### src/sv/afcac_pkg.sv
`timescale 1ns / 1ps
// ----------------------------------------------------------------------------
// afcac_pkg
// Shared widths, register codes, reset values, sequencer states and the
// saturation helper of the accelerometer filter and calibration block.
// ----------------------------------------------------------------------------
package afcac_pkg;

    // Algorithm sizes.
    localparam int ITERATIONS = 6;
    localparam int WINDOW     = 4;
    localparam int NUM_AXES   = 3;
    localparam int NUM_STEPS  = NUM_AXES * ITERATIONS;
    localparam int STEP_W     = $clog2(NUM_STEPS);
    localparam int AXIS_W     = $clog2(NUM_AXES);

    // Field widths.
    localparam int RAW_W  = 16;
    localparam int HIST_W = 14;
    localparam int Q_W    = 18;
    localparam int COEF_W = 16;
    localparam int LANE_W = 16;
    localparam int PACK_W = NUM_AXES * LANE_W;

    // History ring geometry.
    localparam int RING_DEPTH = NUM_AXES * WINDOW;
    localparam int RING_AW    = $clog2(RING_DEPTH);
    localparam int SLOT_W     = $clog2(WINDOW);
    localparam int CNT_W      = $clog2(WINDOW + 1);

    // Datapath widths.
    localparam int SUM_W   = HIST_W + $clog2(WINDOW) + 1;
    localparam int MUL_AW  = (SUM_W + 1 > Q_W) ? SUM_W + 1 : Q_W;
    localparam int MUL_BW  = LANE_W + 1;
    localparam int PROD_W  = MUL_AW + MUL_BW;
    localparam int CLAMP_W = PROD_W - 12;

    localparam int HIST_SHIFT  = 2;
    localparam int SCALE_SHIFT = 14;
    localparam int CORR_SHIFT  = 15;
    localparam int ROUND_BIAS  = 2;

    localparam logic signed [Q_W-1:0] Q_MAX = {1'b0, {(Q_W-1){1'b1}}};
    localparam logic signed [Q_W-1:0] Q_MIN = {1'b1, {(Q_W-1){1'b0}}};

    // Configuration port.
    localparam int APB_DW    = 64;
    localparam int REG_SHIFT = 3;
    localparam int APB_AW    = REG_SHIFT + 3;

    typedef enum logic [2:0] {
        REG_OFFSETS,
        REG_INV_SENS,
        REG_X_FROM_Y,
        REG_X_FROM_Z,
        REG_Y_FROM_Z,
        REG_Y_FROM_X,
        REG_Z_FROM_X,
        REG_Z_FROM_Y
    } cfg_reg_t;

    // Register reset values.
    localparam logic [PACK_W-1:0] OFFSETS_RST  = 48'hFF83_FFF3_FFDD;
    localparam logic [PACK_W-1:0] INV_SENS_RST = 48'h3FD8_3FC8_40AA;
    localparam logic signed [COEF_W-1:0] X_FROM_Y_RST = -16'sd356;
    localparam logic signed [COEF_W-1:0] X_FROM_Z_RST = 16'sd1196;
    localparam logic signed [COEF_W-1:0] Y_FROM_Z_RST = -16'sd446;
    localparam logic signed [COEF_W-1:0] Y_FROM_X_RST = -16'sd861;
    localparam logic signed [COEF_W-1:0] Z_FROM_X_RST = -16'sd1612;
    localparam logic signed [COEF_W-1:0] Z_FROM_Y_RST = 16'sd878;

    // Sequencer states.
    typedef enum logic [2:0] {
        S_IDLE,
        S_RING,
        S_SCALE,
        S_CLAMP,
        S_CORR,
        S_FIN
    } seq_state_t;

    typedef struct packed {
        logic signed [Q_W-1:0] val;
        logic                  hit;
    } sat_t;

    // Clamp a wide signed value to the Q3.14 range and flag the clamp.
    function automatic sat_t sat_q(input logic signed [CLAMP_W-1:0] v);
        sat_t                      r;
        logic signed [CLAMP_W-1:0] hi;
        logic signed [CLAMP_W-1:0] lo;
        hi = CLAMP_W'(Q_MAX);
        lo = CLAMP_W'(Q_MIN);
        if (v > hi)
        begin
            r.val = Q_MAX;
            r.hit = 1'b1;
        end
        else if (v < lo)
        begin
            r.val = Q_MIN;
            r.hit = 1'b1;
        end
        else
        begin
            r.val = v[Q_W-1:0];
            r.hit = 1'b0;
        end
        return r;
    endfunction

endpackage

### src/sv/afcac_sample_if.sv
`timescale 1ns / 1ps
// ----------------------------------------------------------------------------
// afcac_sample_if
// Request channel that carries one raw three-axis accelerometer sample.
// ----------------------------------------------------------------------------
interface afcac_sample_if import afcac_pkg::*; ();

    logic                    valid;
    logic                    ready;
    logic signed [RAW_W-1:0] raw_x;
    logic signed [RAW_W-1:0] raw_y;
    logic signed [RAW_W-1:0] raw_z;

    modport source (output valid, output raw_x, output raw_y, output raw_z, input ready);
    modport sink   (input valid, input raw_x, input raw_y, input raw_z, output ready);

endinterface

### src/sv/afcac_result_if.sv
`timescale 1ns / 1ps
// ----------------------------------------------------------------------------
// afcac_result_if
// Request channel that carries one corrected Q3.14 acceleration vector.
// ----------------------------------------------------------------------------
interface afcac_result_if import afcac_pkg::*; ();

    logic                  valid;
    logic                  ready;
    logic signed [Q_W-1:0] accel_x;
    logic signed [Q_W-1:0] accel_y;
    logic signed [Q_W-1:0] accel_z;
    logic                  saturated;

    modport source (output valid, output accel_x, output accel_y, output accel_z,
                    output saturated, input ready);
    modport sink   (input valid, input accel_x, input accel_y, input accel_z,
                    input saturated, output ready);

endinterface

### src/sv/afcac_ram.sv
`timescale 1ns / 1ps
// ----------------------------------------------------------------------------
// afcac_ram
// Generic single-write, single-read synchronous RAM with registered read.
// ----------------------------------------------------------------------------
module afcac_ram #(
    parameter int WIDTH = 8,
    parameter int DEPTH = 16
) (
    input  logic                     clk,
    input  logic                     we,
    input  logic [$clog2(DEPTH)-1:0] waddr,
    input  logic [WIDTH-1:0]         wdata,
    input  logic                     re,
    input  logic [$clog2(DEPTH)-1:0] raddr,
    output logic [WIDTH-1:0]         rdata
);

    logic [WIDTH-1:0] mem [DEPTH];
    logic [WIDTH-1:0] rdata_reg;

    // Write port.
    always_ff @(posedge clk)
    begin
        if (we)
        begin
            mem[waddr] <= wdata;
        end
    end

    // Registered read port.
    always_ff @(posedge clk)
    begin
        if (re)
        begin
            rdata_reg <= mem[raddr];
        end
    end

    assign rdata = rdata_reg;

endmodule

### src/sv/accel_filter_cross_axis_calibrate.sv
`timescale 1ns / 1ps
// ----------------------------------------------------------------------------
// accel_filter_cross_axis_calibrate
// Moving-average filter, offset and sensitivity scaling and iterative
// cross-axis correction of three-axis accelerometer samples.
// ----------------------------------------------------------------------------
// Usage:
// A raw x/y/z sample enters on the samples channel (valid/ready). Each axis
// is shifted right by two and stored in a WINDOW-entry history ring kept in
// a small RAM; the ring sum is scaled by the axis offset and reciprocal
// sensitivity, then ITERATIONS Gauss-Seidel correction passes follow.
// One corrected Q3.14 vector plus a saturation flag leaves on the results
// channel for every sample.
// The single ring RAM port (one entry a cycle) and the one shared
// multiplier (two products per correction step) set the processing time.
// Samples are taken one at a time; ready is high only between items.
// The result sits in an output register, so the next sample is taken while
// a stalled result waits; the block holds its last step until it is taken.
// Reset clears the history ring (valid bits), the ring slot and loads the
// default calibration registers. The user must write registers over APB
// only while idle; the block itself does not enforce it.
// ----------------------------------------------------------------------------
module accel_filter_cross_axis_calibrate import afcac_pkg::*; (
    input  logic                 clk,
    input  logic                 rst_n,
    afcac_sample_if.sink         samples,
    afcac_result_if.source       results,
    input  logic                 psel,
    input  logic                 penable,
    input  logic                 pwrite,
    input  logic [APB_AW-1:0]    paddr,
    input  logic [APB_DW-1:0]    pwdata,
    output logic [APB_DW-1:0]    prdata,
    output logic                 pready
);

    // ------------------------------------------------------------------
    // Declarations
    // ------------------------------------------------------------------
    seq_state_t state_reg;
    seq_state_t state_next;

    logic [PACK_W-1:0]        offsets_reg;
    logic [PACK_W-1:0]        inv_sens_reg;
    logic signed [COEF_W-1:0] x_from_y_reg;
    logic signed [COEF_W-1:0] x_from_z_reg;
    logic signed [COEF_W-1:0] y_from_z_reg;
    logic signed [COEF_W-1:0] y_from_x_reg;
    logic signed [COEF_W-1:0] z_from_x_reg;
    logic signed [COEF_W-1:0] z_from_y_reg;

    logic                cfg_we;
    cfg_reg_t            cfg_idx;

    logic [AXIS_W-1:0]   axis_reg;
    logic [CNT_W-1:0]    cnt_reg;
    logic [SLOT_W-1:0]   slot_reg;
    logic [RING_DEPTH-1:0] vld_reg;
    logic [STEP_W-1:0]   step_reg;
    logic                phase_reg;
    logic [AXIS_W-1:0]   cax_reg;
    logic                out_valid_reg;

    logic signed [RAW_W-1:0]  raw_reg [NUM_AXES];
    logic signed [SUM_W-1:0]  sum_reg;
    logic                     hit_reg;
    logic                     rvld_reg;
    logic signed [PROD_W-1:0] prod_reg;
    logic signed [PROD_W-1:0] acc_reg;
    logic signed [Q_W-1:0]    pre_reg [NUM_AXES];
    logic signed [Q_W-1:0]    a_reg [NUM_AXES];
    logic                     sat_reg;
    logic signed [Q_W-1:0]    out_vec_reg [NUM_AXES];
    logic                     out_sat_reg;

    logic                     accept;
    logic                     out_load;
    logic                     ring_busy;
    logic                     ring_we;
    logic [RING_AW-1:0]       ring_addr;
    logic [HIST_W-1:0]        ring_rdata;
    logic signed [RAW_W-1:0]  raw_shr;
    logic signed [HIST_W-1:0] hist_new;
    logic signed [HIST_W-1:0] term;

    logic signed [LANE_W-1:0] off_lane;
    logic [LANE_W-1:0]        inv_lane;
    logic signed [SUM_W:0]    diff;

    logic [AXIS_W-1:0]        b_idx;
    logic [AXIS_W-1:0]        c_idx;
    logic signed [COEF_W-1:0] coef_b;
    logic signed [COEF_W-1:0] coef_c;

    logic signed [MUL_AW-1:0] mul_a;
    logic signed [MUL_BW-1:0] mul_b;
    logic signed [PROD_W-1:0] prod;

    logic signed [PROD_W-1:0] scale_shr;
    logic signed [PROD_W:0]   corr_sum;
    logic signed [PROD_W:0]   corr_shr;
    logic signed [CLAMP_W-1:0] fin_raw;
    sat_t                      scl;
    sat_t                      fin;

    // ------------------------------------------------------------------
    // Configuration registers
    // ------------------------------------------------------------------
    assign pready  = 1'b1;
    assign cfg_idx = cfg_reg_t'(paddr[APB_AW-1:REG_SHIFT]);
    assign cfg_we  = psel && penable && pwrite && pready;

    always_ff @(posedge clk or negedge rst_n)
    begin
        if (!rst_n)
        begin
            offsets_reg  <= OFFSETS_RST;
            inv_sens_reg <= INV_SENS_RST;
            x_from_y_reg <= X_FROM_Y_RST;
            x_from_z_reg <= X_FROM_Z_RST;
            y_from_z_reg <= Y_FROM_Z_RST;
            y_from_x_reg <= Y_FROM_X_RST;
            z_from_x_reg <= Z_FROM_X_RST;
            z_from_y_reg <= Z_FROM_Y_RST;
        end
        else if (cfg_we)
        begin
            case (cfg_idx)
                REG_OFFSETS:  offsets_reg  <= pwdata[PACK_W-1:0];
                REG_INV_SENS: inv_sens_reg <= pwdata[PACK_W-1:0];
                REG_X_FROM_Y: x_from_y_reg <= pwdata[COEF_W-1:0];
                REG_X_FROM_Z: x_from_z_reg <= pwdata[COEF_W-1:0];
                REG_Y_FROM_Z: y_from_z_reg <= pwdata[COEF_W-1:0];
                REG_Y_FROM_X: y_from_x_reg <= pwdata[COEF_W-1:0];
                REG_Z_FROM_X: z_from_x_reg <= pwdata[COEF_W-1:0];
                REG_Z_FROM_Y: z_from_y_reg <= pwdata[COEF_W-1:0];
                default: ;
            endcase
        end
    end

    // Register read-back.
    always_comb
    begin
        case (cfg_idx)
            REG_OFFSETS:  prdata = APB_DW'(offsets_reg);
            REG_INV_SENS: prdata = APB_DW'(inv_sens_reg);
            REG_X_FROM_Y: prdata = APB_DW'($unsigned(x_from_y_reg));
            REG_X_FROM_Z: prdata = APB_DW'($unsigned(x_from_z_reg));
            REG_Y_FROM_Z: prdata = APB_DW'($unsigned(y_from_z_reg));
            REG_Y_FROM_X: prdata = APB_DW'($unsigned(y_from_x_reg));
            REG_Z_FROM_X: prdata = APB_DW'($unsigned(z_from_x_reg));
            REG_Z_FROM_Y: prdata = APB_DW'($unsigned(z_from_y_reg));
            default:      prdata = '0;
        endcase
    end

    // ------------------------------------------------------------------
    // Sequencer: next state and handshake strobes
    // ------------------------------------------------------------------
    always_comb
    begin
        state_next    = state_reg;
        samples.ready = 1'b0;
        out_load      = 1'b0;
        case (state_reg)
            S_IDLE:
            begin
                samples.ready = 1'b1;
                if (samples.valid)
                begin
                    state_next = S_RING;
                end
            end
            S_RING:
            begin
                if (cnt_reg == CNT_W'(WINDOW))
                begin
                    state_next = S_SCALE;
                end
            end
            S_SCALE:
            begin
                state_next = S_CLAMP;
            end
            S_CLAMP:
            begin
                if (axis_reg == AXIS_W'(NUM_AXES - 1))
                begin
                    state_next = S_CORR;
                end
                else
                begin
                    state_next = S_RING;
                end
            end
            S_CORR:
            begin
                if (phase_reg && step_reg == STEP_W'(NUM_STEPS - 1))
                begin
                    state_next = S_FIN;
                end
            end
            S_FIN:
            begin
                if (!out_valid_reg || results.ready)
                begin
                    out_load   = 1'b1;
                    state_next = S_IDLE;
                end
            end
            default:
            begin
                state_next = S_IDLE;
            end
        endcase
    end

    assign accept = samples.valid && samples.ready;

    // ------------------------------------------------------------------
    // History ring RAM and its access
    // ------------------------------------------------------------------
    assign ring_busy = (state_reg == S_RING) && (cnt_reg != CNT_W'(WINDOW));
    assign ring_addr = RING_AW'(int'(axis_reg) * WINDOW + int'(cnt_reg));
    assign ring_we   = ring_busy && (cnt_reg == CNT_W'(slot_reg));
    assign raw_shr   = raw_reg[axis_reg] >>> HIST_SHIFT;
    assign hist_new  = $signed(raw_shr[HIST_W-1:0]);

    afcac_ram #(
        .WIDTH (HIST_W),
        .DEPTH (RING_DEPTH)
    ) u_ring (
        .clk   (clk),
        .we    (ring_we),
        .waddr (ring_addr),
        .wdata (hist_new),
        .re    (ring_busy),
        .raddr (ring_addr),
        .rdata (ring_rdata)
    );

    // The slot being written this item takes the new value; slots never
    // written since reset count as zero.
    always_comb
    begin
        if (hit_reg)
        begin
            term = hist_new;
        end
        else if (rvld_reg)
        begin
            term = $signed(ring_rdata);
        end
        else
        begin
            term = '0;
        end
    end

    // ------------------------------------------------------------------
    // Shared multiplier and its operand selection
    // ------------------------------------------------------------------
    assign off_lane = $signed(offsets_reg[int'(axis_reg) * LANE_W +: LANE_W]);
    assign inv_lane = inv_sens_reg[int'(axis_reg) * LANE_W +: LANE_W];
    assign diff     = (SUM_W + 1)'(sum_reg) - (SUM_W + 1)'(off_lane);

    assign b_idx = (cax_reg == AXIS_W'(NUM_AXES - 1)) ? '0 : cax_reg + 1'b1;
    assign c_idx = (cax_reg == '0) ? AXIS_W'(NUM_AXES - 1) : cax_reg - 1'b1;

    // Coefficient pair of the axis being corrected.
    always_comb
    begin
        case (cax_reg)
            2'd0:
            begin
                coef_b = x_from_y_reg;
                coef_c = x_from_z_reg;
            end
            2'd1:
            begin
                coef_b = y_from_z_reg;
                coef_c = y_from_x_reg;
            end
            default:
            begin
                coef_b = z_from_x_reg;
                coef_c = z_from_y_reg;
            end
        endcase
    end

    always_comb
    begin
        mul_a = '0;
        mul_b = '0;
        case (state_reg)
            S_SCALE:
            begin
                mul_a = MUL_AW'(diff);
                mul_b = $signed({1'b0, inv_lane});
            end
            S_CORR:
            begin
                if (!phase_reg)
                begin
                    mul_a = MUL_AW'(a_reg[b_idx]);
                    mul_b = MUL_BW'(coef_b);
                end
                else
                begin
                    mul_a = MUL_AW'(a_reg[c_idx]);
                    mul_b = MUL_BW'(coef_c);
                end
            end
            default: ;
        endcase
    end

    assign prod = mul_a * mul_b;

    // ------------------------------------------------------------------
    // Shift and clamp of the scaled and corrected values
    // ------------------------------------------------------------------
    assign scale_shr = prod_reg >>> SCALE_SHIFT;
    assign scl       = sat_q(CLAMP_W'(scale_shr));

    assign corr_sum = (PROD_W + 1)'(acc_reg) + (PROD_W + 1)'(prod_reg);
    assign corr_shr = corr_sum >>> CORR_SHIFT;
    assign fin_raw  = CLAMP_W'(pre_reg[c_idx]) - CLAMP_W'(corr_shr);
    assign fin      = sat_q(fin_raw);

    // ------------------------------------------------------------------
    // Control registers
    // ------------------------------------------------------------------
    always_ff @(posedge clk or negedge rst_n)
    begin
        if (!rst_n)
        begin
            state_reg     <= S_IDLE;
            axis_reg      <= '0;
            cnt_reg       <= '0;
            slot_reg      <= '0;
            vld_reg       <= '0;
            step_reg      <= '0;
            phase_reg     <= 1'b0;
            cax_reg       <= '0;
            out_valid_reg <= 1'b0;
        end
        else
        begin
            state_reg <= state_next;

            if (ring_we)
            begin
                vld_reg[ring_addr] <= 1'b1;
            end

            case (state_reg)
                S_IDLE:
                begin
                    axis_reg <= '0;
                    cnt_reg  <= '0;
                end
                S_RING:
                begin
                    cnt_reg <= cnt_reg + 1'b1;
                end
                S_CLAMP:
                begin
                    cnt_reg <= '0;
                    if (axis_reg == AXIS_W'(NUM_AXES - 1))
                    begin
                        step_reg  <= '0;
                        phase_reg <= 1'b0;
                        cax_reg   <= '0;
                        if (slot_reg == SLOT_W'(WINDOW - 1))
                        begin
                            slot_reg <= '0;
                        end
                        else
                        begin
                            slot_reg <= slot_reg + 1'b1;
                        end
                    end
                    else
                    begin
                        axis_reg <= axis_reg + 1'b1;
                    end
                end
                S_CORR:
                begin
                    phase_reg <= ~phase_reg;
                    if (phase_reg)
                    begin
                        cax_reg <= b_idx;
                        if (step_reg != STEP_W'(NUM_STEPS - 1))
                        begin
                            step_reg <= step_reg + 1'b1;
                        end
                    end
                end
                default: ;
            endcase

            // Output register: loaded at the end of an item, cleared when taken.
            if (out_load)
            begin
                out_valid_reg <= 1'b1;
            end
            else if (results.ready)
            begin
                out_valid_reg <= 1'b0;
            end
        end
    end

    // ------------------------------------------------------------------
    // Datapath registers
    // ------------------------------------------------------------------
    always_ff @(posedge clk)
    begin
        if (accept)
        begin
            raw_reg[0] <= samples.raw_x;
            raw_reg[1] <= samples.raw_y;
            raw_reg[2] <= samples.raw_z;
            sat_reg    <= 1'b0;
        end

        case (state_reg)
            S_RING:
            begin
                hit_reg  <= ring_we;
                rvld_reg <= vld_reg[ring_addr];
                if (cnt_reg == '0)
                begin
                    sum_reg <= SUM_W'(ROUND_BIAS);
                end
                else
                begin
                    sum_reg <= sum_reg + SUM_W'(term);
                end
            end
            S_SCALE:
            begin
                prod_reg <= prod;
            end
            S_CLAMP:
            begin
                pre_reg[axis_reg] <= scl.val;
                a_reg[axis_reg]   <= scl.val;
                sat_reg           <= sat_reg | scl.hit;
            end
            S_CORR:
            begin
                prod_reg <= prod;
                if (!phase_reg)
                begin
                    // Finish the previous step's axis while its successor starts.
                    if (step_reg != '0)
                    begin
                        a_reg[c_idx] <= fin.val;
                        sat_reg      <= sat_reg | fin.hit;
                    end
                end
                else
                begin
                    acc_reg <= prod_reg;
                end
            end
            default: ;
        endcase

        if (out_load)
        begin
            for (int i = 0; i < NUM_AXES; i++)
            begin
                out_vec_reg[i] <= (c_idx == AXIS_W'(i)) ? fin.val : a_reg[i];
            end
            out_sat_reg <= sat_reg | fin.hit;
        end
    end

    // ------------------------------------------------------------------
    // Result channel
    // ------------------------------------------------------------------
    assign results.valid     = out_valid_reg;
    assign results.accel_x   = out_vec_reg[0];
    assign results.accel_y   = out_vec_reg[1];
    assign results.accel_z   = out_vec_reg[2];
    assign results.saturated = out_sat_reg;

`ifndef SYNTHESIS
    // A taken sample starts the ring pass on the x axis.
    a_accept_start: assert property (@(posedge clk) disable iff (!rst_n)
        samples.valid && samples.ready |=> state_reg == S_RING && axis_reg == '0)
        else $error("sample taken without starting the ring pass");

    // A result only appears out of the final correction step.
    a_result_source: assert property (@(posedge clk) disable iff (!rst_n)
        $rose(out_valid_reg) |-> $past(state_reg) == S_FIN)
        else $error("result raised outside the final step");

    // The ring slot advances once the last axis has been scaled.
    a_slot_advance: assert property (@(posedge clk) disable iff (!rst_n)
        state_reg == S_CLAMP && axis_reg == AXIS_W'(NUM_AXES - 1)
        |=> slot_reg != $past(slot_reg))
        else $error("ring slot did not advance");

    // The correction sweep ends on a whole pass, with the last axis pending.
    a_sweep_complete: assert property (@(posedge clk) disable iff (!rst_n)
        state_reg == S_FIN |-> cax_reg == '0 && phase_reg == 1'b0
        && step_reg == STEP_W'(NUM_STEPS - 1))
        else $error("correction sweep ended early");
`endif

endmodule

### src/flat_wrapper.sv
// flat-port wrapper written by rule: the top's interface ports become plain ports
module accel_filter_cross_axis_calibrate_flat import afcac_pkg::*;
  (clk, rst_n, psel, penable, pwrite, paddr, pwdata, prdata, pready, samples_valid, samples_raw_x, samples_raw_y, samples_raw_z, samples_ready, results_valid, results_accel_x, results_accel_y, results_accel_z, results_saturated, results_ready);
  afcac_sample_if samples_i ();
  afcac_result_if results_i ();
  input  logic clk;
  input  logic rst_n;
  input  logic psel;
  input  logic penable;
  input  logic pwrite;
  input  logic [APB_AW-1:0] paddr;
  input  logic [APB_DW-1:0] pwdata;
  output logic [APB_DW-1:0] prdata;
  output logic pready;
  input wire logic [$bits(samples_i.valid)-1:0] samples_valid;
  input wire logic [$bits(samples_i.raw_x)-1:0] samples_raw_x;
  input wire logic [$bits(samples_i.raw_y)-1:0] samples_raw_y;
  input wire logic [$bits(samples_i.raw_z)-1:0] samples_raw_z;
  output wire logic [$bits(samples_i.ready)-1:0] samples_ready;
  output wire logic [$bits(results_i.valid)-1:0] results_valid;
  output wire logic [$bits(results_i.accel_x)-1:0] results_accel_x;
  output wire logic [$bits(results_i.accel_y)-1:0] results_accel_y;
  output wire logic [$bits(results_i.accel_z)-1:0] results_accel_z;
  output wire logic [$bits(results_i.saturated)-1:0] results_saturated;
  input wire logic [$bits(results_i.ready)-1:0] results_ready;
  assign samples_i.valid = samples_valid;
  assign samples_i.raw_x = samples_raw_x;
  assign samples_i.raw_y = samples_raw_y;
  assign samples_i.raw_z = samples_raw_z;
  assign samples_ready = samples_i.ready;
  assign results_valid = results_i.valid;
  assign results_accel_x = results_i.accel_x;
  assign results_accel_y = results_i.accel_y;
  assign results_accel_z = results_i.accel_z;
  assign results_saturated = results_i.saturated;
  assign results_i.ready = results_ready;
  accel_filter_cross_axis_calibrate u_core (.clk(clk), .rst_n(rst_n), .samples(samples_i), .results(results_i), .psel(psel), .penable(penable), .pwrite(pwrite), .paddr(paddr), .pwdata(pwdata), .prdata(prdata), .pready(pready));
endmodule
### config.mk
export PLATFORM = sky130hd
export DESIGN_NAME = accel_filter_cross_axis_calibrate_flat
export DESIGN_NICKNAME = d
export VERILOG_FILES = /design/src/sv/afcac_pkg.sv /design/src/sv/afcac_sample_if.sv /design/src/sv/afcac_result_if.sv /design/src/sv/afcac_ram.sv /design/src/sv/accel_filter_cross_axis_calibrate.sv /design/src/flat_wrapper.sv
export SDC_FILE = /design/constraint.sdc
export NUM_CORES = 2
export LEC_CHECK = 0
export BUFFER_PORTS_ARGS = -buffer_cell sky130_fd_sc_hd__buf_2
export CELL_PAD_IN_SITES_DETAIL_PLACEMENT = 2
export CELL_PAD_IN_SITES_GLOBAL_PLACEMENT = 2
export CORE_UTILIZATION = 43
export DETAILED_ROUTE_END_ITERATION = 16
export PLACE_DENSITY_LB_ADDON = 0.1
export SETUP_SLACK_MARGIN = 0.15
export SYNTH_ARGS = -nofsm -noshare
export SYNTH_HDL_FRONTEND = slang
export SYNTH_SLANG_ARGS = --single-unit
### constraint.sdc
create_clock -name clk -period 10.95 [get_ports clk]
set_clock_uncertainty 0.15 [all_clocks]
set_input_delay 1.095 -clock clk [delete_from_list [all_inputs] [get_ports clk]]
set_output_delay 1.095 -clock clk [all_outputs]
set_load 0.005 [all_outputs]
; ---- After elaboration in Yosys (flattened, before gate mapping)
; Memories as Yosys holds them, arrays and structs flattened. A register that Yosys moved wholly into a read port is not among the register bits.
; Index checks and enable logic that the tools add are counted.
[classes]
reduce_logical = 37
magnitude_cmp = 6
shifts = 2
add_sub_neg = 11
n_eq_ne = 31
n_mul = 1
bitwise_logic = 4
n_mux = 65
[op_table]
columns = operator, n
row1 = $pmux W64 S8, 1
row2 = $shiftx A48 B7 Y16, 2
row3 = $mux W18, 5
row4 = $mux W19, 4
row5 = $pmux W16 S2, 2
row6 = $add A35 B35 Y36, 1
row7 = $pmux W18 S2, 1
row8 = $mul A18 B17 Y35, 1
row9 = $pmux W17 S2, 1
row10 = $mux W14, 2
row11 = $mux W1, 24
row12 = $reduce_and A2 Y1, 12
row13 = $gt A23 B18 Y1 const B, 1
row14 = $lt A23 B18 Y1 const B, 1
row15 = $sub A18 B21 Y22, 1
row16 = $eq A3 B3 Y1 const B, 7
row17 = $gt A21 B18 Y1 const B, 1
row18 = $lt A21 B18 Y1 const B, 1
row19 = $pmux W3 S6, 1
row20 = $reduce_or A18 Y1, 1
row21 = $sub A17 B16 Y18, 1
row22 = $add A17 B14 Y17, 1
row23 = $mux W17, 1
row24 = $mux W3, 5
row25 = 38 further kinds, 79
[totals]
elab_cells = 186
ramBits = 378
inputBits = 125
register_bits = 314
output_inout_bits = 122
mem_count = 5
[memory_table]
columns = memory, depth, word_bits, rd, rd_clocked_by_memory_dff, write_ports, line_no
row1 = u_core.u_ring.mem, 12, 14, 1, 1, 1, afcac_ram.sv:19  ; logic [WIDTH-1:0] mem [DEPTH];
row2 = u_core.a_reg, 3, 18, 5, 0, 1, accel_filter_cross_axis_calibrate.sv:71  ; logic signed [Q_W-1:0] a_reg [NUM_AXES];
row3 = u_core.out_vec_reg, 3, 18, 3, 0, 3, accel_filter_cross_axis_calibrate.sv:73  ; logic signed [Q_W-1:0] out_vec_reg [NUM_AXES];
row4 = u_core.pre_reg, 3, 18, 1, 0, 1, accel_filter_cross_axis_calibrate.sv:70  ; logic signed [Q_W-1:0] pre_reg [NUM_AXES];
row5 = u_core.raw_reg, 3, 16, 1, 0, 3, accel_filter_cross_axis_calibrate.sv:64  ; logic signed [RAW_W-1:0] raw_reg [NUM_AXES];

; ---- Logic depth before layout (Yosys ltp)
; An unclocked memory read counts as a cell.
[logic_depth]
depth_word = 11
mapped_depth = 41
ltp_nobuf = 38

; ---- Hierarchy
; Synthesis repeated with hierarchy kept, for this count alone.
[unflattened]
cells_unflattened = 3869
area_unflattened_um2 = 46683.5
[modules_own_cells]
columns = mod, seq_area_each_um2, cells_per_inst, area_per_inst_um2, instances
row1 = accel_filter_cross_axis_calibrate, 15113.2, 3568, 39763.1, 1
row2 = afcac_ram, 5465.2, 301, 6920.4, 1

; ---- Worst setup path before layout
; No wires, ideal clock.
[synth_timing]
path_kind = flip-flop to flip-flop
start = register u_core.axis_reg[1]
end = register u_core.prod_reg[33], data pin
setup_slack_ns = 1.194
path_stages_with_launch = 37
path_buffers = 5
arrival_time_ns = 9.426
setup_ns = 0.180
required_time_ns = 10.620
period_less_slack_ns = 9.756
cell_sequence = dfrtp_1 -> buf_1 -> clkbuf_1 -> buf_1 -> mux2i_1 -> nor2_1 -> a21oi_1 -> ha_1 -> nor2b_1 -> o21a_1 -> o21ai_0 -> a211oi_1 -> a31o_2 -> a211o_1 -> a211oi_2 -> o21ai_1 -> clkbuf_1 -> a21oi_1 -> fa_1 -> fa_1 -> clkbuf_1 -> xnor2_1 -> xnor2_1 -> fa_1 -> fa_1 -> inv_1 -> fa_1 -> inv_1 -> ha_1 -> nand2_1 -> nand2b_1 -> a21o_1 -> nor3_1 -> nor2_1 -> o311a_1 -> or2_1 -> o311ai_1
[synth_via]
elab_chain_len = 4
word_cells_on_any_way = 6
classes_between = add/sub: 1 / mul: 1 / shift: 2 / mux: 2
[synth_rtl]
columns = item, line_no
row1 = from (decl), accel_filter_cross_axis_calibrate.sv:55  ; logic [AXIS_W-1:0] axis_reg;
row2 = from (signal assigned), accel_filter_cross_axis_calibrate.sv:388  ; axis_reg <= axis_reg + 1'b1;
row3 = $shiftx A48 B7 Y16, accel_filter_cross_axis_calibrate.sv:264  ; assign off_lane = $signed(offsets_reg[int'(axis_reg) * LANE_W +: LANE_W]);
row4 = $sub A17 B16 Y18, accel_filter_cross_axis_calibrate.sv:266  ; assign diff = (SUM_W + 1)'(sum_reg) - (SUM_W + 1)'(off_lane);
row5 = $pmux W18 S2, accel_filter_cross_axis_calibrate.sv:297  ; case (state_reg)
row6 = $mul A18 B17 Y35 *, accel_filter_cross_axis_calibrate.sv:320  ; assign prod = mul_a * mul_b;
row7 = named net u_core.prod[33], accel_filter_cross_axis_calibrate.sv:97  ; logic signed [PROD_W-1:0] prod;
row8 = to (signal assigned), accel_filter_cross_axis_calibrate.sv:447  ; prod_reg <= prod;
row9 = to (signal assigned), accel_filter_cross_axis_calibrate.sv:457  ; prod_reg <= prod;
row10 = to (decl), accel_filter_cross_axis_calibrate.sv:68  ; logic signed [PROD_W-1:0] prod_reg;
; The timed path passes the listed nets; every way through them passes the cells marked *.
; A chain may end at the register's enable or synchronous reset.

; ---- Final worst setup path
[layout_timing]
start = register u_core.axis_reg[1]
end = register u_core.prod_reg[32], data pin
; Same word-level chain as after synthesis.

==> metrics.cfg <==
[worst_setup_path]
worstPathMaxFanout = 21
slowest_delay_ps = 700
cp-start-kind = flop
path_common_cell = fa_1
worstSetupEndpointType = flop
cp_slowest_cell = dfrtp_4
required_ps = 11240
r2r_cells = 34
worstSetupPathType = flop to flop
cp-startpoint = u_core.axis_reg[1]$_DFFE_PN0P_
timing.rr.end = u_core.prod_reg[32]$_DFFE_PN_
r2r_slack_ps = 640
rr_startpoint = u_core.axis_reg[1]$_DFFE_PN0P_
crit_arrival_ps = 10600

[timing]
finalCriticalPeriod_ps = 10310
hold_slack_ps = 300
slew_headroom_pct = 18.8
tightest_slew_ps = 1220
fmax_mhz = 97.0
hold_viol = 0
rsz0062_at_grt = no
setup_viol = 0
setup-tns-final_ps = 0
period_share_pct = 94.2
drv_slew = 0

[die]
coreArea_mm2 = 0.108
die_x_um = 332
die_area_mm2 = 0.110
fp.dieH_um = 332
row_count = 120
io_pins = 247
start_util_pct = 43.6

[yosys]
ys_warn_count = 0
ys_async_sr_fraction_pct = 31.1
synth.most_common_cell = edfxtp_1
synth-edff-count = 494
synth_area_mm2 = 0.0468
ys_top_cells_by_area = edfxtp_1 32%, fa_1 13%, dfstp_2 6.4%
ys_types = 85
synth_top_area_share_pct = 31.7
syn_avg_cell_area_um2 = 11.7
yosysTopAreaCell = edfxtp_1
ys_ff_latch = 718
synth-main-ff-cell = edfxtp_1
synth_common_cells = 494 x edfxtp_1, 423 x inv_1, 397 x nor2_1, 309 x fa_1, 247 x nand2_1
netlist_instances = 4005
yosysSeqAreaShare_pct = 43.9

[grt]
met2_usage_pct = 51.8
top_usage_layer = met2
first_global_vias = 37400
grt_max_degree = 93
antenna_found_initial = 5
grtUsageTotal_pct = 29.9
grt_use_met1_pct = 38.9
grt_first_pass_wirelength_um = 246000
use_met3_pct = 4.41
overflow = 0

[detailed_routing]
drt_wl_total_um = 163000
firstDrtPassIters = 5
remaining_drc_errors = 0
vias = 33500
drtIter0Drc = 2054
ant_nets = 0
viasPerCell = 5.86
avgRoutedWirePerCell_um = 28.6

[place]
io_buffer_count = 204
dpl.cell_count = 5547
dp_hpwl_um = 119000
gp_congestion = 0.845

[clocking]
cts_buffers = 84
cts-htree-levels = 3
post-cts-setup-buffers = 0
path_clk_slew_ps = 60
clock-root-buffer = clkbuf_16
clk_latency_ps = 700
clk_path_buf_depth = 3
cts_hold_buf = 0
cts_sinks = 718
cts_tree = yes

[power]
p_int_w = 0.00779
leakage_nw = 21.7
p_per_area_mw_per_mm2 = 261
p_seq_share_pct = 30.1
clkPwrFrac_pct = 21.8
switching_power_w = 0.00601
peakVddDrop_v = 0.000160
pwr-share-comb_pct = 48.1
switching_share_pct = 43.5

[finish]
instances_no_fill = 5705
area_growth_pct = 12.7
largest_reg_flops = 168
nNetsFinal = 4856
fillers = 10700
drive_above_1_share_pct = 21.4
final_util_pct = 49.1

[job]
max_cap_violations = 0

[outcome]
status = completed

[hold_path]
min_path_type = primary input to async pin

==> critical path: cells and delay by family, from the launching register on <==
kind | cells | cell delay (ps)
flip-flops | 1 | 700
buffers and inverters | 5 | 900
AND/OR/NAND/NOR | 5 | 630
XOR/XNOR | 1 | 80
adder cells (fa/ha/maj) | 8 | 3970
AO/OA/AOI/OAI | 14 | 3310
multiplexers | 1 | 290
==> final cells by class <==
cell class	count	area [µm²]	area share [%]
diodes	3	7.51	0.0142
clock buffers	105	2340	4.43
clock inverters	50	576	1.09
inverters	424	1590	3.01
multi-input cells	2681	24000	45.5
flip-flops and latches	718	20600	39.0
well taps	1403	1760	3.32
repair buffers	321	1920	3.64
==> what timing repair did <==
action | in CTS | in global routing
endpoints found under the hold margin | 0 | 0
gates resized for setup | 0 | 4
endpoints found under the setup margin | 0 | 4
==> logic make-up after synthesis <==
family / share of synthesized area, %
muxes: 12.0
buffers and inverters: 5.22
DFF: 43.9
AOI/OAI and AO/OA: 9.92
and+or+nand+nor: 8.65
adders and majority gates: 18.3
other: 0.0160
xor gates and xnor gates: 1.91
==> how the worst max path moves through the flow <==
stage	endpoint	slack, ps	cells past startpoint
2_1_floorplan	u_core.prod_reg[33]$_DFFE_PN_	1190	36
3_3_place_gp	u_core.prod_reg[32]$_DFFE_PN_	770	34
3_5_place_dp	u_core.prod_reg[32]$_DFFE_PN_	550	34
4_1_cts	u_core.prod_reg[32]$_DFFE_PN_	550	34
5_1_grt	u_core.prod_reg[32]$_DFFE_PN_	180	34
6_report	u_core.prod_reg[32]$_DFFE_PN_	640	34
==> routing by layer <==
metal / up-vias / wire length [µm]
met5: - / 0
met4: 0 / 4430
met3: 242 / 7990
met2: 895 / 82300
met1: 17900 / 68400
li1: 14400 / -
==> power groups by stage <==
stage / clock (W) / sequential [W] / combinational [W]
floorplan: 0 / 0.00398 / 0.00420
global placement: 0 / 0.00414 / 0.00621
detailed placement: 0 / 0.00419 / 0.00651
CTS: 0.00306 / 0.00415 / 0.00663
global route: 0.00314 / 0.00420 / 0.00712
finish: 0.00300 / 0.00416 / 0.00664
==> through the flow <==
step	power, W	area [µm²]	setup slack [ps]
floorplan	0.00818	46900	1190
global placement	0.0104	49900	775
detailed placement	0.0107	49900	550
CTS	0.0138	52800	553
global route	0.0145	52800	183
finish	0.0138	52800	640
==> cell usage in the layout (no fill, tap or decap), types with 30 or more instances in the layout <==
master and instances:
xor2_1 33, ha_1 189, buf_4 117, fa_1 308, dfstp_2 115, a22o_1 30, xnor2_1 67, clkbuf_16 89
nand2_1 247, buf_2 202, a22oi_1 30, dfrtp_1 103, mux4_2 90, mux2_2 189, o21ai_0 142, a211oi_1 30
edfxtp_1 494, inv_1 423, nor2b_1 42, a21oi_1 222, nand2b_1 59, a21o_1 49, nor2_1 393, mux2i_1 148
o21a_1 39
(Power assumes the default switching activity.)
